## src/hdl/arp_pkg.sv

```systemverilog
// shared constants, types and tables for the angular reprojection error core
package arp_pkg;

    localparam int NUM_REGS  = 6;
    localparam int REG_IDX_W = 3;
    localparam int REG_W     = 64;
    localparam int RAY_W     = 32;
    localparam int PT_W      = 32;
    localparam int ANGLE_W   = 31;

    typedef enum logic [REG_IDX_W-1:0] {
        REG_ROW0_COLS01 = 3'd0,
        REG_ROW0_COLS23 = 3'd1,
        REG_ROW1_COLS01 = 3'd2,
        REG_ROW1_COLS23 = 3'd3,
        REG_ROW2_COLS01 = 3'd4,
        REG_ROW2_COLS23 = 3'd5
    } reg_idx_t;

    localparam logic [REG_W-1:0] RST_ROW0_COLS01 = 64'h0000_0000_0001_0000;
    localparam logic [REG_W-1:0] RST_ROW1_COLS01 = 64'h0001_0000_0000_0000;
    localparam logic [REG_W-1:0] RST_ROW2_COLS23 = 64'h0000_0000_0001_0000;

    // square root and divider geometry
    localparam int SQ_IN_W   = 62;
    localparam int SQ_ROOT_W = SQ_IN_W / 2;
    localparam int DIV_N_W   = 64;
    localparam int DIV_Q_W   = 32;

    localparam logic [SQ_ROOT_W-1:0] ONE_Q30  = 31'h4000_0000;
    localparam logic [SQ_IN_W-1:0]   ONE_Q60  = 62'h1 << 60;
    localparam logic [ANGLE_W-1:0]   PI_Q29      = 31'd1686629713;
    localparam logic [ANGLE_W-1:0]   HALF_PI_Q29 = 31'd843314857;

    localparam int CORDIC_N = 30;
    localparam int ZACC_W   = 33;

    // atan(2^-i) in Q3.29, rounded
    function automatic logic [ANGLE_W-1:0] atan_q29(input int unsigned i);
        logic [ANGLE_W-1:0] v;
        begin
            unique case (i)
                0:       v = 31'd421657428;
                1:       v = 31'd248918915;
                2:       v = 31'd131521918;
                3:       v = 31'd66762579;
                4:       v = 31'd33510843;
                5:       v = 31'd16771758;
                6:       v = 31'd8387925;
                7:       v = 31'd4194219;
                8:       v = 31'd2097141;
                9:       v = 31'd1048575;
                default: v = ANGLE_W'(32'd1 << (29 - i));
            endcase
            return v;
        end
    endfunction

    typedef struct packed {
        logic signed [DIV_N_W-1:0] dot;
        logic                      degen;
        logic                      pos_depth;
    } sq1_side_t;

    typedef struct packed {
        logic degen;
        logic pos_depth;
    } div_side_t;

    typedef struct packed {
        logic [SQ_ROOT_W-1:0] xa;
        logic                 neg;
        logic                 degen;
        logic                 pos_depth;
    } sq2_side_t;

endpackage

```

## src/hdl/arp_isqrt.sv

```systemverilog
// pipelined integer square root, one result bit per stage
module arp_isqrt #(
    parameter int SIDE_W = 1
) (
    input  logic                          clk,
    input  logic                          rst_n,
    input  logic                          in_vld,
    input  logic [arp_pkg::SQ_IN_W-1:0]   radicand,
    input  logic [SIDE_W-1:0]             in_side,
    output logic                          out_vld,
    output logic [arp_pkg::SQ_ROOT_W-1:0] root,
    output logic [SIDE_W-1:0]             out_side
);
    import arp_pkg::*;

    localparam int STEPS = SQ_ROOT_W;
    localparam int REM_W = SQ_ROOT_W + 2;
    localparam int CUR_W = REM_W + 2;

    logic                 vld_reg  [0:STEPS];
    logic [REM_W-1:0]     rem_reg  [0:STEPS];
    logic [SQ_ROOT_W-1:0] root_reg [0:STEPS];
    logic [SQ_IN_W-1:0]   bits_reg [0:STEPS];
    logic [SIDE_W-1:0]    side_reg [0:STEPS];

    always_ff @(posedge clk or negedge rst_n)
    begin
        if (!rst_n)
        begin
            vld_reg[0] <= 1'b0;
        end
        else
        begin
            vld_reg[0] <= in_vld;
        end
    end

    always_ff @(posedge clk)
    begin
        rem_reg[0]  <= '0;
        root_reg[0] <= '0;
        bits_reg[0] <= radicand;
        side_reg[0] <= in_side;
    end

    for (genvar k = 0; k < STEPS; k++)
    begin : g_step
        logic [CUR_W-1:0]     cur;
        logic [CUR_W-1:0]     trial;
        logic [REM_W-1:0]     rem_next;
        logic [SQ_ROOT_W-1:0] root_next;

        always_comb
        begin
            cur   = {rem_reg[k], bits_reg[k][SQ_IN_W-1 -: 2]};
            trial = {2'b00, root_reg[k], 2'b01};
            if (cur >= trial)
            begin
                rem_next  = REM_W'(cur - trial);
                root_next = {root_reg[k][SQ_ROOT_W-2:0], 1'b1};
            end
            else
            begin
                rem_next  = REM_W'(cur);
                root_next = {root_reg[k][SQ_ROOT_W-2:0], 1'b0};
            end
        end

        always_ff @(posedge clk or negedge rst_n)
        begin
            if (!rst_n)
            begin
                vld_reg[k+1] <= 1'b0;
            end
            else
            begin
                vld_reg[k+1] <= vld_reg[k];
            end
        end

        always_ff @(posedge clk)
        begin
            rem_reg[k+1]  <= rem_next;
            root_reg[k+1] <= root_next;
            bits_reg[k+1] <= bits_reg[k] << 2;
            side_reg[k+1] <= side_reg[k];
        end
    end

    assign out_vld  = vld_reg[STEPS];
    assign root     = root_reg[STEPS];
    assign out_side = side_reg[STEPS];

endmodule

```

## config.mk

```make
export PLATFORM = sky130hd
export DESIGN_NAME = arp_isqrt
export DESIGN_NICKNAME = d
export VERILOG_FILES = /design/src/hdl/arp_pkg.sv /design/src/hdl/arp_isqrt.sv
export SDC_FILE = /design/constraint.sdc
export NUM_CORES = 2
export LEC_CHECK = 0
export BUFFER_PORTS_ARGS = -buffer_cell sky130_fd_sc_hd__buf_2
export CORE_MARGIN = 2
export CORE_UTILIZATION = 50
export CTS_BUF_LIST = sky130_fd_sc_hd__clkbuf_4
export DETAILED_ROUTE_END_ITERATION = 6
export PLACE_DENSITY = 0.69
export SYNTH_ARGS = -nofsm -noshare
export SYNTH_HDL_FRONTEND = slang
export SYNTH_SLANG_ARGS = --single-unit
export TNS_END_PERCENT = 20
```

## constraint.sdc

```tcl
create_clock -name clk -period 3 [get_ports clk]
set_input_delay 0.3 -clock clk [delete_from_list [all_inputs] [get_ports clk]]
set_output_delay 0.3 -clock clk [all_outputs]
set_load 0.05 [all_outputs]
```

==> results.md <==
- The clock transition time at the flip-flop clock pins of the worst setup and hold paths is 0.07 ns.
- The fraction of final layout cells sized beyond drive strength 1 is 0.193.
- For the final routed database, the setup TNS stands at 0 ns.
- Of the available clock period, the critical path in the final layout requires 0.991.
- The number of buffer cells added on primary ports is 98.
- Of the total synthesized cell area, the portion taken by AND, OR, NAND and NOR gates is 0.126.
- The number of synthesis warnings is 0.
- The number of placed cells counting well taps is roughly 12000.
- The number of max-cap violations is 0.
- The first global-routing pass estimated about 330 mm of wire.
- The synthesized design spends more area on one cell type than any other, namely dfxtp_1.
- In the global route stage, overall resource usage came out at 0.217.
- The later pin in the worst-skew pair is clocked with a latency of between 1 and 1.5 ns.
- The area share of the largest cell type after synthesis is 0.548.
- The count of vias placed by the detailed router is between 60000 and 70000.
- The area taken by flip-flops and latches is 50100 µm².
- The count of nets left with antenna violations after detail routing is 0.
- The final estimated routing congestion in global placement is 0.925.
- In this run the deepest clock path goes through 4 buffers.
- The library cells used most frequently in the layout, excluding fill and tap cells, are dfxtp_1 (2447), clkbuf_4 (851), inv_1 (652).
- Entering global routing, the biggest net connects between 40 and 50 pins.
- In the synthesized netlist the dominant register cell turns out to be dfxtp_1.
- The data arrival time at the worst-slack endpoint is 4.26 ns.
- Once placement finished, the instance area stood at 97100 µm².
- The endpoint kind of the worst setup timing path is a register.
- The synthesized design contains approximately 2500 register bits.
- The initial antenna violation count came to 4.
- The register with the most flip-flops in the layout has a little under 1000 of them.
- The root buffer selected by CTS is clkbuf_4.
- The worst hold path belongs to the class reg2reg.
- Relative to the synthesized area, the layout overhead comes to 20.5%.
- The floorplan has around 160 rows.
- For this configuration, the core starts out at a cell density of 0.503.
- The run finished with clean final reports.
- The required time at the endpoint of the critical path is approximately 4.3 ns.
- In this run, the number of DRC markers left after iteration 0 of detailed routing was about 3600.
- Across the VDD grid, the largest voltage drop is 594 µV.
- In the final routed layout, each cell accounts on average for between 15 and 20 µm.
- The final cell count without fillers is about 13000.
- The total of endpoints with negative setup slack in the final report is 0.
- The fraction of the mapped netlist area in compound gates is 0.123.
- TritonCTS built the clock tree.
- Once layout is complete, the utilization of the core stands at 0.607.
- The worst setup path is of the reg2reg kind.
- In this run the tightest slew margin relative to its limit is 0.476.
- The number of fillers in the final layout is 15000.
- The mux cell area share after synthesis is 0.0112.
- The post-synthesis xor/xnor area fraction is 0.0733.
- The total global routing overflow is 0.
- After detailed routing, the number of remaining DRC violations is 0.
- The post-synthesis async set-or-reset flop share is 0.0128.
- The number of enable flip-flop cells after synthesis is 0.
- The worst hold slack is about 0.27 ns.
- In this run the static leakage power is 51.7 nW.
- The number of different library cells used by synthesis comes to 96.
- The die is between 400 and 500 µm tall.
- After the last flow step, the layout net total stands at between 10000 and 15000.
- The top-level port count is 99.
- TritonCTS created 620 clock buffers.
- The synthesized netlist occupies a cell area of roughly 90000 µm².
- The die covers between 150000 and 200000 µm².
- Of all nets on the critical path, the largest fanout is 5.
- The pre-antenna-repair detailed-routing pass consisted of 6 iterations.
- The fraction of the mapped netlist area in adder cells is 0.0735.
- After synthesis, the largest family of logic cells by area is simple AND/OR/NAND/NOR gates.
- The post-route cell area is ~110000 µm².
- The number of global-route vias before repair is approximately 66000.
- The setup slack at placement is -0.202 ns.
- The total power is 84.6 mW.
- Detailed placement finished with a half-perimeter wire length of around 150 mm.
- After technology mapping, the gate count stands at between 8000 and 9000.
- The total clock sinks is approximately 2500.
- The clock skew is ~0.14 ns.
- The portion of the post-synthesis area used by sequential elements is 0.557.
- The synthesized net count is just over 9000.
- The maximum clock rate is 0.336 GHz.
- Setup repair after global routing could not meet its margin everywhere.
- The worst path meets setup with roughly 0.026 ns of slack.
- The final period demand of the worst path is around 3.0 ns.
- The H-tree depth is 6.
- Summed over all layers, the routed wires come to between 200 and 250 mm.
- The total area of multi-input combinational cells is ~38000 µm².
- The count of endpoints failing hold in the final timing report is 0.
- The areal power density over the cells is 781 nW/µm².
- The worst setup path is launched from a register.
- Dividing the detail-routed via count by the number of cells gives 5.10.
- The transition time of the tightest slew-check pin is a little under 0.8 ns.
- The total core area is 179000 µm².
- By area the synthesized netlist is led by dfxtp_1 (55%), ha_1 (7.3%), xor2_1 (3.7%), xnor2_1 (3.7%), a21oi_1 (2.9%).
- The most common cell after layout, fill and taps aside is dfxtp_1.
- The floorplan die width is between 400 and 500 µm.
- The number of slew-limit violations in the final report is 0.
- The average instance in the mapped netlist occupies 10.3 µm².
## timing repair
item,in CTS,in global routing
endpoints found under the setup margin,192,504
setup buffers,3,38
hold buffers,196,0
cloned,0,2
hold endpoints to repair,96,0
gates resized for setup,48,282
pin swaps,7,70
## per-layer routing
metal	up-vias	GRT usage	part of all wire
li1	33000	-	-
met1	30500	0.256	0.42
met2	1625	0.380	0.50
met3	489	0.0434	0.047
met4	0	0.0946	0.034
met5	-	0	0
## cells by family after synthesis
| kind of cell | Yosys count |
|---|---|
| adder cells (fa/ha/maj) | 528 |
| other | 1 |
| AO/OA/AOI/OAI | 1776 |
| AND/OR/NAND/NOR | 2273 |
| flip-flops | 2494 |
| buffers and inverters | 832 |
| XOR/XNOR | 753 |
| multiplexers | 91 |
## Yosys cell counts (all sizes together), types with 16 or more instances
cell type / count
a211oi: 50
a21boi: 30
a21o: 229
a21oi: 527
a31o: 19
a31oi: 49
and2: 40
and3: 48
and4: 16
buf: 27
clkbuf: 143
dfrtp: 32
dfxtp: 2462
ha: 528
inv: 659
mux2: 78
nand2: 583
nand2b: 116
nand3: 166
nand3b: 23
nand4: 75
nor2: 543
nor2b: 79
nor3: 205
nor3b: 20
nor4: 111
nor4b: 18
o211ai: 35
o21a: 114
o21ai: 457
o21bai: 30
o31ai: 72
or2: 53
or3: 88
or4: 54
xnor2: 375
xor2: 378
## worst paths after layout
kind | startpoint | end | slack, ns | cells after the start
worst max-delay path | root_reg[19][7] | rem_reg[20][4] | 0.03 | 12
worst min-delay path | bits_reg[0][50] | bits_reg[1][52] | 0.27 | 0
worst max register to register | root_reg[19][7] | rem_reg[20][4] | 0.03 | 12
worst min register to register | bits_reg[0][50] | bits_reg[1][52] | 0.27 | 0
max in group asynchronous | rst_n | vld_reg[25] | 2.25 | 5
min in group asynchronous | rst_n | vld_reg[14] | 0.57 | 5
## cell type report
| class | count | area share |
|---|---|---|
| timing repair buffer | 892 | 0.0669 |
| multi-input combinational | 5423 | 0.352 |
| sequential | 2494 | 0.463 |
| clock inverter | 171 | 0.00956 |
| antenna | 9 | 0.000208 |
| inverter | 662 | 0.0229 |
| clock buffer | 851 | 0.0590 |
| tap | 2355 | 0.0272 |
## power breakdown
group	internal [mW]	switching, mW	leakage [nW]
logic	7.38	8.02	26.3
clock network	14.1	12.7	4.45
registers	38.3	4.05	21.0
## critical path: stages, from the launching register on
cell and delay [ns]:
dfxtp_2 0.33, inv_1 0.06, ha_4 0.24, a21o_1 0.18
a21o_1 0.20, a211o_1 0.34, a221oi_2 0.25, buf_4 0.17
o31a_1 0.22, o31a_1 0.34, buf_12 0.16, buf_12 0.12
mux2_2 0.32
(Power assumes the default switching activity.)
